File: config.mk
export PLATFORM = sky130hd
export DESIGN_NAME = dual_wheel_speed_pi_controller
export DESIGN_NICKNAME = d
export VERILOG_FILES = /design/src/hw/rtl/dwpi_pkg.sv /design/src/hw/rtl/dwpi_cfg.sv /design/src/hw/rtl/dwpi_mul.sv /design/src/hw/rtl/dwpi_div.sv /design/src/hw/rtl/dual_wheel_speed_pi_controller.sv
export SDC_FILE = /design/constraint.sdc
export NUM_CORES = 2
export LEC_CHECK = 0
export BUFFER_PORTS_ARGS = -buffer_cell sky130_fd_sc_hd__buf_2
export CORE_ASPECT_RATIO = 2
export CORE_MARGIN = 3
export CORE_UTILIZATION = 48
export DETAILED_ROUTE_END_ITERATION = 10
export HOLD_SLACK_MARGIN = 0.02
export REMOVE_ABC_BUFFERS = 1
export SLEW_MARGIN = 20
export SYNTH_ARGS = -nofsm -noshare
export SYNTH_HDL_FRONTEND = slang
export SYNTH_SLANG_ARGS = --single-unit
File: constraint.sdc
create_clock -name clk_i -period 11 [get_ports clk_i]
set_clock_uncertainty 0.15 [all_clocks]
set_input_delay 2.2 -clock clk_i [delete_from_list [all_inputs] [get_ports clk_i]]
set_output_delay 2.2 -clock clk_i [all_outputs]
set_load 0.01 [all_outputs]
File: src/hw/rtl/dwpi_pkg.sv
// ----------------------------------------------------------------------------
// dwpi_pkg
// Shared constants, widths, register codes and types for the two-wheel
// PI speed controller.
// ----------------------------------------------------------------------------
package dwpi_pkg;

  // Moving-average depth and PWM full-scale count
  localparam int AVG_TAPS = 5;
  localparam int PWM_FULL = 255;

  localparam int SLOT_W = (AVG_TAPS > 1) ? $clog2(AVG_TAPS) : 1;
  localparam int SUM_W  = 16 + SLOT_W;          // sum of all taps, signed
  localparam int Y_W    = SUM_W + 1;            // offset numerator, unsigned
  localparam int AVG_DIV   = 2 * AVG_TAPS;
  localparam int AVG_SHIFT = Y_W + 6;
  localparam longint AVG_RECIP = ((64'd1 << AVG_SHIFT) + AVG_DIV - 1) / AVG_DIV;
  localparam longint Y_OFF     = AVG_DIV * 32768;

  // Shared multiplier
  localparam int MUL_W  = 33;
  localparam int PROD_W = 2 * MUL_W;

  localparam int ERR_W    = 18;                 // setpoint minus filtered speed
  localparam int VOLT_W   = 52;                 // drive, Q.32 volts
  localparam int VCLAMP_W = 37;                 // drive after clamp, unsigned
  localparam int PWM_W    = $clog2(PWM_FULL + 1);
  localparam int NUM_W    = VCLAMP_W + PWM_W - 20;
  localparam int QUO_W    = PWM_W;
  localparam int CNT_W    = (QUO_W > 1) ? $clog2(QUO_W) : 1;

  // Configuration port
  localparam int APB_AW = 5;
  localparam logic [2:0] REG_KP          = 3'd0;
  localparam logic [2:0] REG_KI          = 3'd1;
  localparam logic [2:0] REG_COUNT_GAIN  = 3'd2;
  localparam logic [2:0] REG_PERIOD_GAIN = 3'd3;
  localparam logic [2:0] REG_DEAD_ZONE   = 3'd4;
  localparam logic [2:0] REG_VOLT_MAX    = 3'd5;

  typedef struct packed {
    logic [15:0] kp;
    logic [15:0] ki;
    logic [15:0] count_gain;
    logic [15:0] period_gain;
    logic [15:0] dead_zone;
    logic [15:0] volt_max;
  } cfg_t;

endpackage

File: src/hw/rtl/dwpi_cfg.sv
// ----------------------------------------------------------------------------
// dwpi_cfg
// APB register file holding the controller gains and limits.
// ----------------------------------------------------------------------------
module dwpi_cfg import dwpi_pkg::*; (
  input  logic              clk_i,
  input  logic              rst_ni,
  input  logic              wr_en_i,
  input  logic [APB_AW-1:0] addr_i,
  input  logic [31:0]       wdata_i,
  output logic [31:0]       rdata_o,
  output cfg_t              cfg_o
);

  cfg_t cfg_q, cfg_d;

  always_comb begin
    cfg_d = cfg_q;
    if (wr_en_i) begin
      unique case (addr_i[4:2])
        REG_KP:          cfg_d.kp          = wdata_i[15:0];
        REG_KI:          cfg_d.ki          = wdata_i[15:0];
        REG_COUNT_GAIN:  cfg_d.count_gain  = wdata_i[15:0];
        REG_PERIOD_GAIN: cfg_d.period_gain = wdata_i[15:0];
        REG_DEAD_ZONE:   cfg_d.dead_zone   = wdata_i[15:0];
        REG_VOLT_MAX:    cfg_d.volt_max    = wdata_i[15:0];
        default: ;
      endcase
    end
  end

  always_ff @(posedge clk_i or negedge rst_ni) begin
    if (!rst_ni) begin
      cfg_q.kp          <= 16'd4096;
      cfg_q.ki          <= 16'd4096;
      cfg_q.count_gain  <= 16'd8685;
      cfg_q.period_gain <= 16'd328;
      cfg_q.dead_zone   <= 16'd20480;
      cfg_q.volt_max    <= 16'd49152;
    end else begin
      cfg_q <= cfg_d;
    end
  end

  always_comb begin
    unique case (addr_i[4:2])
      REG_KP:          rdata_o = {16'b0, cfg_q.kp};
      REG_KI:          rdata_o = {16'b0, cfg_q.ki};
      REG_COUNT_GAIN:  rdata_o = {16'b0, cfg_q.count_gain};
      REG_PERIOD_GAIN: rdata_o = {16'b0, cfg_q.period_gain};
      REG_DEAD_ZONE:   rdata_o = {16'b0, cfg_q.dead_zone};
      REG_VOLT_MAX:    rdata_o = {16'b0, cfg_q.volt_max};
      default:         rdata_o = '0;
    endcase
  end

  assign cfg_o = cfg_q;

endmodule

File: src/hw/rtl/dwpi_mul.sv
// ----------------------------------------------------------------------------
// dwpi_mul
// Shared signed multiplier with a registered product.
// ----------------------------------------------------------------------------
module dwpi_mul import dwpi_pkg::*; (
  input  logic                     clk_i,
  input  logic                     en_i,
  input  logic signed [MUL_W-1:0]  a_i,
  input  logic signed [MUL_W-1:0]  b_i,
  output logic signed [PROD_W-1:0] p_o
);

  logic signed [PROD_W-1:0] p_q;

  always_ff @(posedge clk_i) begin
    if (en_i) begin
      p_q <= a_i * b_i;
    end
  end

  assign p_o = p_q;

endmodule

File: src/hw/rtl/dwpi_div.sv
// ----------------------------------------------------------------------------
// dwpi_div
// Restoring divider, one quotient bit per cycle, for the PWM duty scaling.
// The quotient is known to fit QUO_W bits.
// ----------------------------------------------------------------------------
module dwpi_div import dwpi_pkg::*; (
  input  logic             clk_i,
  input  logic             rst_ni,
  input  logic             start_i,
  input  logic [NUM_W-1:0] num_i,
  input  logic [15:0]      den_i,
  output logic             busy_o,
  output logic             done_o,
  output logic [QUO_W-1:0] quo_o
);

  logic             busy_q, busy_d;
  logic             done_q, done_d;
  logic [CNT_W-1:0] cnt_q, cnt_d;
  logic [NUM_W-1:0] rem_q, rem_d;
  logic [QUO_W-1:0] quo_q, quo_d;
  logic [15:0]      den_q;
  logic [NUM_W-1:0] shifted;

  assign shifted = NUM_W'(den_q) << cnt_q;

  always_comb begin
    busy_d = busy_q;
    done_d = 1'b0;
    cnt_d  = cnt_q;
    rem_d  = rem_q;
    quo_d  = quo_q;
    if (start_i) begin
      busy_d = 1'b1;
      cnt_d  = CNT_W'(QUO_W - 1);
      rem_d  = num_i;
      quo_d  = '0;
    end else if (busy_q) begin
      if (rem_q >= shifted) begin
        rem_d        = rem_q - shifted;
        quo_d[cnt_q] = 1'b1;
      end
      if (cnt_q == '0) begin
        busy_d = 1'b0;
        done_d = 1'b1;
      end else begin
        cnt_d = cnt_q - 1'b1;
      end
    end
  end

  always_ff @(posedge clk_i or negedge rst_ni) begin
    if (!rst_ni) begin
      busy_q <= 1'b0;
      done_q <= 1'b0;
      cnt_q  <= '0;
    end else begin
      busy_q <= busy_d;
      done_q <= done_d;
      cnt_q  <= cnt_d;
    end
  end

  always_ff @(posedge clk_i) begin
    rem_q <= rem_d;
    quo_q <= quo_d;
    if (start_i) begin
      den_q <= den_i;
    end
  end

  assign busy_o = busy_q;
  assign done_o = done_q;
  assign quo_o  = quo_q;

endmodule

File: src/hw/rtl/dual_wheel_speed_pi_controller.sv
// ----------------------------------------------------------------------------
// dual_wheel_speed_pi_controller
// Two-wheel PI speed controller with a moving-average speed filter.
//
// Usage:
// - s_axis carries one control period: encoder count changes and speed
//   setpoints for wheels A and B. m_axis returns one result per period:
//   the PWM duty and filtered speed of each wheel.
// - Both wheels run through one shared multiplier and one bit-serial
//   divider under a sequencer. A wheel takes 10 sequencer steps and a
//   wait on the divider; the next input is taken only once both wheels
//   are done and the result is in the output register, so items do not
//   overlap.
// - s_axis_tready is high only while the sequencer is idle.
// - A finished result sits in the output register; the sequencer can take
//   and work on the next item meanwhile, and only waits before loading
//   its own result if the previous one has still not been taken.
// - Reset clears the speed history, integrals and history slot and loads
//   default gains. The user must write APB registers only while idle; unenforced.
// ----------------------------------------------------------------------------
module dual_wheel_speed_pi_controller import dwpi_pkg::*; (
  input  logic              clk_i,
  input  logic              rst_ni,
  // input stream
  input  logic              s_axis_tvalid,
  output logic              s_axis_tready,
  input  logic [39:0]       s_axis_tdata,  // delta_a, delta_b, setpoint_a, setpoint_b
  // result stream
  output logic              m_axis_tvalid,
  input  logic              m_axis_tready,
  output logic [47:0]       m_axis_tdata,  // pwm_a, pwm_b, speed_a, speed_b
  // configuration
  input  logic              psel,
  input  logic              penable,
  input  logic              pwrite,
  input  logic [APB_AW-1:0] paddr,
  input  logic [31:0]       pwdata,
  output logic [31:0]       prdata,
  output logic              pready
);

  // sequencer steps; ST_MCNT to ST_DIV run once per wheel pass
  localparam logic [3:0] ST_IDLE  = 4'd0;
  localparam logic [3:0] ST_MCNT  = 4'd1;   // count change times count gain
  localparam logic [3:0] ST_HIST  = 4'd2;   // round speed, write history, sum
  localparam logic [3:0] ST_MAVG  = 4'd3;   // doubled sum times reciprocal of twice the tap count
  localparam logic [3:0] ST_FILT  = 4'd4;   // filtered speed and error
  localparam logic [3:0] ST_MPG   = 4'd5;   // error times period
  localparam logic [3:0] ST_INTEG = 4'd6;   // integral update, error times kp
  localparam logic [3:0] ST_MKI   = 4'd7;   // ki times integral
  localparam logic [3:0] ST_SUM   = 4'd8;   // drive sum
  localparam logic [3:0] ST_CLAMP = 4'd9;   // dead zone and clamp
  localparam logic [3:0] ST_SCALE = 4'd10;  // scale to PWM counts, start divide
  localparam logic [3:0] ST_DIV   = 4'd11;  // wait for divider
  localparam logic [3:0] ST_OUT   = 4'd12;  // load output register

  cfg_t cfg;
  logic cfg_wr;

  assign pready = 1'b1;
  assign cfg_wr = psel & penable & pwrite & pready;

  dwpi_cfg u_cfg (
    .clk_i   (clk_i),
    .rst_ni  (rst_ni),
    .wr_en_i (cfg_wr),
    .addr_i  (paddr),
    .wdata_i (pwdata),
    .rdata_o (prdata),
    .cfg_o   (cfg)
  );

  // --------------------------------------------------------------------------
  // State
  // --------------------------------------------------------------------------
  logic [3:0]        state_q, state_d;
  logic              w_q, w_d;                 // wheel being worked on
  logic [SLOT_W-1:0] slot_q, slot_d;
  logic              m_valid_q, m_valid_d;

  logic signed [15:0] hist_q [2][AVG_TAPS];
  logic signed [31:0] integ_q [2];

  // per-item payload
  logic signed [9:0]        delta_q [2];
  logic [9:0]               setp_q [2];
  logic [Y_W-1:0]           y_q;
  logic signed [ERR_W-1:0]  err_q;
  logic signed [VOLT_W-1:0] acc_q;
  logic signed [VOLT_W-1:0] volt_q;
  logic [VCLAMP_W-1:0]      vclamp_q;
  logic [15:0]              spd_q [2];
  logic [7:0]               duty_q [2];
  logic [47:0]              m_data_q;

  logic in_xfer, out_load;

  assign in_xfer  = s_axis_tvalid & s_axis_tready;
  assign out_load = (state_q == ST_OUT) && (!m_valid_q || m_axis_tready);

  // --------------------------------------------------------------------------
  // Shared multiplier and operand select
  // --------------------------------------------------------------------------
  logic                     mul_en;
  logic signed [MUL_W-1:0]  mul_a, mul_b;
  logic signed [PROD_W-1:0] prod;

  always_comb begin
    mul_en = 1'b0;
    mul_a  = '0;
    mul_b  = '0;
    unique case (state_q)
      ST_MCNT: begin
        mul_en = 1'b1;
        mul_a  = MUL_W'(delta_q[w_q]);
        mul_b  = $signed({{(MUL_W-16){1'b0}}, cfg.count_gain});
      end
      ST_MAVG: begin
        mul_en = 1'b1;
        mul_a  = $signed({{(MUL_W-Y_W){1'b0}}, y_q});
        mul_b  = MUL_W'(AVG_RECIP);
      end
      ST_MPG: begin
        mul_en = 1'b1;
        mul_a  = MUL_W'(err_q);
        mul_b  = $signed({{(MUL_W-16){1'b0}}, cfg.period_gain});
      end
      ST_INTEG: begin
        mul_en = 1'b1;
        mul_a  = MUL_W'(err_q);
        mul_b  = $signed({{(MUL_W-16){1'b0}}, cfg.kp});
      end
      ST_MKI: begin
        mul_en = 1'b1;
        mul_a  = MUL_W'(integ_q[w_q]);
        mul_b  = $signed({{(MUL_W-16){1'b0}}, cfg.ki});
      end
      default: ;
    endcase
  end

  dwpi_mul u_mul (
    .clk_i (clk_i),
    .en_i  (mul_en),
    .a_i   (mul_a),
    .b_i   (mul_b),
    .p_o   (prod)
  );

  // --------------------------------------------------------------------------
  // Datapath between multiplies
  // --------------------------------------------------------------------------
  // speed from counts: round Q.16 to Q8.8, saturate to 16 bits
  logic signed [25:0] cnt_rnd;
  logic signed [17:0] om_hi;
  logic signed [15:0] omega;

  assign cnt_rnd = $signed(prod[25:0]) + 26'sd128;
  assign om_hi   = cnt_rnd[25:8];

  always_comb begin
    if (om_hi[17:15] == 3'b000 || om_hi[17:15] == 3'b111) begin
      omega = om_hi[15:0];
    end else if (om_hi[17]) begin
      omega = 16'sh8000;
    end else begin
      omega = 16'sh7fff;
    end
  end

  // history sum with the new speed in place of the slot being overwritten
  logic signed [SUM_W-1:0] sum;
  logic signed [SUM_W:0]   sum2;
  logic signed [SUM_W+1:0] y_full;

  always_comb begin
    sum = '0;
    for (int i = 0; i < AVG_TAPS; i++) begin
      if (slot_q == SLOT_W'(i)) begin
        sum = sum + SUM_W'(omega);
      end else begin
        sum = sum + SUM_W'(hist_q[w_q][i]);
      end
    end
  end

  // 2*sum + taps, offset so the floor divide sees a positive numerator
  assign sum2   = {sum, 1'b0};
  assign y_full = (SUM_W+2)'(sum2) + (SUM_W+2)'(AVG_TAPS + Y_OFF);

  // quotient minus the offset of 32768
  logic [15:0]             avg_q16;
  logic signed [15:0]      filt;
  logic signed [ERR_W-1:0] err_d;

  assign avg_q16 = prod[AVG_SHIFT+15:AVG_SHIFT];
  assign filt    = {~avg_q16[15], avg_q16[14:0]};
  assign err_d   = $signed({{(ERR_W-10){1'b0}}, setp_q[w_q]}) - ERR_W'(filt);

  // saturating integral
  logic signed [34:0] isum;
  logic signed [31:0] integ_d;

  assign isum = 35'(integ_q[w_q]) + 35'($signed(prod[33:0]));

  always_comb begin
    if (isum[34:31] == 4'b0000 || isum[34:31] == 4'b1111) begin
      integ_d = isum[31:0];
    end else if (isum[34]) begin
      integ_d = 32'sh8000_0000;
    end else begin
      integ_d = 32'sh7fff_ffff;
    end
  end

  // dead zone on a positive drive, clamp to the supply
  logic signed [VOLT_W-1:0] vmax;
  logic signed [VOLT_W-1:0] vz;
  logic                     v_pos;
  logic [VCLAMP_W-1:0]      vclamp_d;

  assign vmax  = $signed(VOLT_W'({cfg.volt_max, 20'b0}));
  assign vz    = volt_q + $signed(VOLT_W'({cfg.dead_zone, 20'b0}));
  assign v_pos = !volt_q[VOLT_W-1] && (volt_q != '0);

  always_comb begin
    if (!v_pos) begin
      vclamp_d = '0;
    end else if (vz > vmax) begin
      vclamp_d = vmax[VCLAMP_W-1:0];
    end else begin
      vclamp_d = vz[VCLAMP_W-1:0];
    end
  end

  // duty = floor(drive * full / (volt_max << 20)); the low 20 bits of the
  // scaled drive are dropped first, which gives the same floor
  logic [VCLAMP_W+PWM_W-1:0] scaled;
  logic [NUM_W-1:0]          div_num;
  logic                      div_busy, div_done;
  logic [QUO_W-1:0]          div_quo;
  logic [7:0]                duty_d;

  assign scaled  = (VCLAMP_W+PWM_W)'(vclamp_q) * (VCLAMP_W+PWM_W)'(PWM_FULL);
  assign div_num = scaled[VCLAMP_W+PWM_W-1:20];

  dwpi_div u_div (
    .clk_i   (clk_i),
    .rst_ni  (rst_ni),
    .start_i (state_q == ST_SCALE),
    .num_i   (div_num),
    .den_i   (cfg.volt_max),
    .busy_o  (div_busy),
    .done_o  (div_done),
    .quo_o   (div_quo)
  );

  always_comb begin
    if (cfg.volt_max == '0) begin
      duty_d = '0;
    end else if (32'(div_quo) > 32'd255) begin
      duty_d = 8'hff;
    end else begin
      duty_d = 8'(div_quo);
    end
  end

  // --------------------------------------------------------------------------
  // Sequencer
  // --------------------------------------------------------------------------
  always_comb begin
    state_d   = state_q;
    w_d       = w_q;
    slot_d    = slot_q;
    m_valid_d = m_valid_q;
    if (m_axis_tready) begin
      m_valid_d = 1'b0;
    end
    unique case (state_q)
      ST_IDLE: begin
        if (in_xfer) begin
          state_d = ST_MCNT;
          w_d     = 1'b0;
        end
      end
      ST_MCNT:  state_d = ST_HIST;
      ST_HIST:  state_d = ST_MAVG;
      ST_MAVG:  state_d = ST_FILT;
      ST_FILT:  state_d = ST_MPG;
      ST_MPG:   state_d = ST_INTEG;
      ST_INTEG: state_d = ST_MKI;
      ST_MKI:   state_d = ST_SUM;
      ST_SUM:   state_d = ST_CLAMP;
      ST_CLAMP: state_d = ST_SCALE;
      ST_SCALE: state_d = ST_DIV;
      ST_DIV: begin
        if (div_done) begin
          if (w_q) begin
            state_d = ST_OUT;
          end else begin
            w_d     = 1'b1;
            state_d = ST_MCNT;
          end
        end
      end
      ST_OUT: begin
        if (out_load) begin
          m_valid_d = 1'b1;
          state_d   = ST_IDLE;
          slot_d    = (32'(slot_q) >= AVG_TAPS - 1) ? '0 : slot_q + 1'b1;
        end
      end
      default: state_d = ST_IDLE;
    endcase
  end

  always_ff @(posedge clk_i or negedge rst_ni) begin
    if (!rst_ni) begin
      state_q   <= ST_IDLE;
      w_q       <= 1'b0;
      slot_q    <= '0;
      m_valid_q <= 1'b0;
      for (int w = 0; w < 2; w++) begin
        integ_q[w] <= '0;
        for (int i = 0; i < AVG_TAPS; i++) begin
          hist_q[w][i] <= '0;
        end
      end
    end else begin
      state_q   <= state_d;
      w_q       <= w_d;
      slot_q    <= slot_d;
      m_valid_q <= m_valid_d;
      if (state_q == ST_HIST) begin
        for (int i = 0; i < AVG_TAPS; i++) begin
          if (slot_q == SLOT_W'(i)) begin
            hist_q[w_q][i] <= omega;
          end
        end
      end
      if (state_q == ST_INTEG) begin
        integ_q[w_q] <= integ_d;
      end
    end
  end

  always_ff @(posedge clk_i) begin
    if (in_xfer) begin
      delta_q[0] <= s_axis_tdata[9:0];
      delta_q[1] <= s_axis_tdata[19:10];
      setp_q[0]  <= s_axis_tdata[29:20];
      setp_q[1]  <= s_axis_tdata[39:30];
    end
    if (state_q == ST_HIST) begin
      y_q <= y_full[Y_W-1:0];
    end
    if (state_q == ST_FILT) begin
      spd_q[w_q] <= filt;
      err_q      <= err_d;
    end
    if (state_q == ST_MKI) begin
      acc_q <= VOLT_W'($signed(prod[33:0])) <<< 16;
    end
    if (state_q == ST_SUM) begin
      volt_q <= acc_q + VOLT_W'($signed(prod[47:0]));
    end
    if (state_q == ST_CLAMP) begin
      vclamp_q <= vclamp_d;
    end
    if (state_q == ST_DIV && div_done) begin
      duty_q[w_q] <= duty_d;
    end
    if (out_load) begin
      m_data_q <= {spd_q[1], spd_q[0], duty_q[1], duty_q[0]};
    end
  end

  assign s_axis_tready = (state_q == ST_IDLE);
  assign m_axis_tvalid = m_valid_q;
  assign m_axis_tdata  = m_data_q;

  // --------------------------------------------------------------------------
  // Assertions
  // --------------------------------------------------------------------------
  a_slot_range: assert property (@(posedge clk_i) disable iff (!rst_ni)
    32'(slot_q) < AVG_TAPS)
    else $error("history slot out of range");

  a_div_owned: assert property (@(posedge clk_i) disable iff (!rst_ni)
    div_busy |-> (state_q == ST_DIV))
    else $error("divider busy outside divide step");

  a_busy_after_in: assert property (@(posedge clk_i) disable iff (!rst_ni)
    in_xfer |=> !s_axis_tready)
    else $error("input taken while an item is in flight");

  a_out_loaded: assert property (@(posedge clk_i) disable iff (!rst_ni)
    out_load |=> (m_axis_tvalid && state_q == ST_IDLE))
    else $error("result load did not present a transfer");

endmodule

==> parameters.txt <==
Parameter                              Value

Status
  Outcome    finished clean

STA
  Number of setup violations in the final report    0
  Worst Tran Pin Value    1150 ps
  Post-route clock period utilization    93.43%
  Minimum clock period after layout    10280 ps
  Maximum achievable frequency    0.09730 GHz
  Worst slew margin relative to its limit    21.36%
  Unrepaired setup endpoints after global routing    no
  Final number of hold-violating endpoints    0
  Post-layout worst setup margin    722.4 ps
  Tightest hold margin    247.9 ps
  Number of pins exceeding their max-slew limit in the final report    0

Yosys
  Synthesized instance count    6590
  Number of flip-flops and latches in the synthesized netlist    725
  Post-Syn Area per Cell    10.02 um^2
  Top FF cell, synth    edfxtp_1
  Number of synthesized flops with an enable pin    383
  Number of distinct library cell variants in the gate-level netlist after synthesis    92
  Syn Std Cell Area    0.06605 mm^2
  Sequential fraction of the synthesis area    30.34%
  Post-synthesis async set-or-reset flop share    46.07%
  Synth Warn #    0

Clock network
  Total clock sinks    725
  Hold-fix buffer count after cts    0
  Clock Latency Late Sink    680 ps
  CTS tree    yes
  Clock input transition at the sequential cells of the worst setup and hold paths    70 ps
  Clock root buffer master    clkbuf_16
  Number of clock buffers inserted by TritonCTS    72
  Largest buffer count on any clock path    3
  H-Tree Depth    3

Floorplanning
  Die Area    0.1424 mm^2
  Starting density of the core    48.57%
  Number of placed I/O pins    167
  Site row count    191
  Area of the core    0.1360 mm^2
  Horiz. Die Dim    268.3 um
  Height of the die    530.6 um

Global route
  Initial antenna violation count    5
  GR Overflow Total    0
  First-pass GRT wire length    310900 um
  Maximum number of pins on one net before global-route repair    84
  Via count of the first global-routing pass    51.89k
  Overall track demand over capacity in global routing    29.73%

Finish
  Final layout net count    8069
  Total of fill cells in the finished design    12.37k
  Area added between synthesis and finish    8.812%
  Final Cell Area    0.07187 mm^2
  Share of cells above drive strength 1    9.925%
  Multi-input logic area    0.04177 mm^2
  Sequential cell area    0.02004 mm^2

Drt
  DRT antenna net count    0
  Routed Wire Length    208600 um
  Iteration-0 DRC Markers    2559
  First-pass iteration count of the detailed router    6
  Average wire length per cell after detail routing    24.39 um
  Count of vias placed by the detailed router    48.71k
  Via density per instance    5.695
  Number of design rule violations left after detail routing    0

Min path
  Path type of the worst min-delay path    register to register
  Worst hold path cell count    0

Worst setup path
  Critical Setup Path Class    register to register
  Worst Path Arrival    10520 ps
  Launching element type of the critical path    register
  Cell type with the highest occurrence count on the critical path    fa_1
  Family with the most delay on the worst path    adder cells
  Buffers and inverters on the worst path    3
  Delay contributed by the slowest stage of the critical path    670 ps
  Required time at the endpoint of the critical path    11240 ps
  Cell with the biggest individual delay on the critical path    fa_1
  Largest fanout on the critical path    10
  Setup crit end kind    register
  Depth of the most critical reg-to-reg path    26
  Logic depth of the worst setup path including buffers    26

Placed design
  Quantity of I/O buffers inserted on ports    131
  DPL Wire Length    171300 um
  Gpl congestion    1.021
  Setup slack at placement    891.9 ps
  Post-DP Area    0.06943 mm^2

Job
  Number of max-capacitance violations reported    0
==> registers in the layout, indices dropped and copies added (netlist names), 3 cells and up <==
register      flops
state_q           4
duty_q           16
u_div.rem_q      25
slot_q            3
spd_q            32
delta_q          20
u_div.quo_o       8
y_q              19
u_div.cnt_q       3
vclamp_q         37
setp_q           20
u_div.den_q      16
m_axis_tdata     48
hist_q          160
acc_q            34
integ_q          64
u_cfg.cfg_o      96
u_mul.p_o        48
volt_q           51
err_q            17
==> placed cells by master, fill, tap and decap left out, drive strengths merged, types with 61 or more instances in the layout <==
cell / count
o21ai: 413
dfrtp: 317
buf: 298
nor2b: 69
nor2: 383
nand3: 89
and2: 65
mux2: 178
a21o: 122
xnor2: 191
edfxtp: 383
inv: 948
ha: 467
xor2: 70
a21oi: 337
nor3: 61
nand2: 818
clkbuf: 99
mux2i: 70
fa: 766
a22oi: 73
==> kinds of logic (layout without fill, tap and decap cells) <==
logic type,after synthesis,after routing,share of synthesized area (%)
flip-flops,725,725,30.34
other,2,53,0.01137
buffers and inverters,1198,1373,6.941
AO/OA/AOI/OAI,1229,1229,11.41
adder cells (fa/ha/maj),1233,1233,32.06
AND/OR/NAND/NOR,1682,1682,11.25
XOR/XNOR,262,262,3.495
multiplexers,259,259,4.490
==> routing by layer <==
| layer | wire length [um] | GRT usage [%] | vias to the layer above |
|---|---|---|---|
| li1 | - | - | 22150 |
| met1 | 66610 | 27.88 | 24460 |
| met2 | 111600 | 55.88 | 1399 |
| met3 | 8419 | 4.006 | 701 |
| met4 | 22000 | 25.49 | 2 |
| met5 | 13 | 0 | - |
==> final timing paths <==
check | start | endpoint | slack [ps]
setup / recovery | state_q[1]$_DFFE_PN0P_ | u_mul.p_o[47]$_DFFE_PP_ | 720
hold reg to reg | spd_q[0][13]$_DFFE_PP_ | m_axis_tdata[29]$_DFFE_PP_ | 250
setup reg to reg | state_q[1]$_DFFE_PN0P_ | u_mul.p_o[47]$_DFFE_PP_ | 720
hold / removal | spd_q[0][13]$_DFFE_PP_ | m_axis_tdata[29]$_DFFE_PP_ | 250
max in group asynchronous | rst_ni | u_cfg.cfg_o[32]$_DFFE_PN0P_ | 7120
min in group asynchronous | rst_ni | integ_q[59]$_DFFE_PN0P_ | 1360
==> final cells by class <==
class | count | area share [%]
Antenna cell | 5 | 0.01741
Clock buffer | 99 | 2.766
Clock inverter | 34 | 0.5675
Inverter | 942 | 4.920
Multi-Input combinational cell | 4713 | 58.12
Sequential cell | 725 | 27.89
Tap cell | 1737 | 3.024
Timing Repair Buffer | 298 | 2.693
==> synth_stat cells (21+ instances only) <==
cell type | n | area (um^2)
inv_1 | 940 | 3528
nand2_1 | 817 | 3067
fa_1 | 766 | 15330
ha_1 | 467 | 5843
o21ai_0 | 409 | 2047
edfxtp_1 | 383 | 11500
nor2_1 | 383 | 1438
a21oi_1 | 336 | 1682
dfrtp_1 | 317 | 7933
clkbuf_1 | 218 | 818.3
xnor2_1 | 191 | 1673
mux2_2 | 178 | 2004
a21o_1 | 122 | 915.9
nand3_1 | 89 | 445.4
a22oi_1 | 73 | 548.0
xor2_1 | 70 | 613.1
mux2i_1 | 69 | 690.7
nor2b_1 | 69 | 431.7
and2_1 | 64 | 400.4
nor3_1 | 61 | 305.3
nand2b_1 | 45 | 281.5
o21a_1 | 43 | 322.8
a211oi_1 | 42 | 315.3
nand4_1 | 31 | 193.9
nor4_1 | 27 | 168.9
and3_1 | 26 | 162.7
o211ai_1 | 21 | 157.7
o21bai_1 | 21 | 157.7
or3_1 | 21 | 131.4
==> repair_timing <==
item,CTS,global route
setup buffers,0,0
gates resized for setup,0,1
endpoints found under the setup margin,0,2
==> through the flow <==
step / utilization (%) / setup TNS, ps / cells
floorplan: - / -19300 / 6380
global placement: 51.06 / 0 / 8415
detailed placement: 51.06 / 0 / 8415
CTS: 52.82 / 0 / 8548
global route: 52.85 / 0 / 8549
finish: 52.85 / 0 / 8553
Power is not shown: default switching activity piles up to over one toggle a cycle in this logic, so the estimate is an artifact.
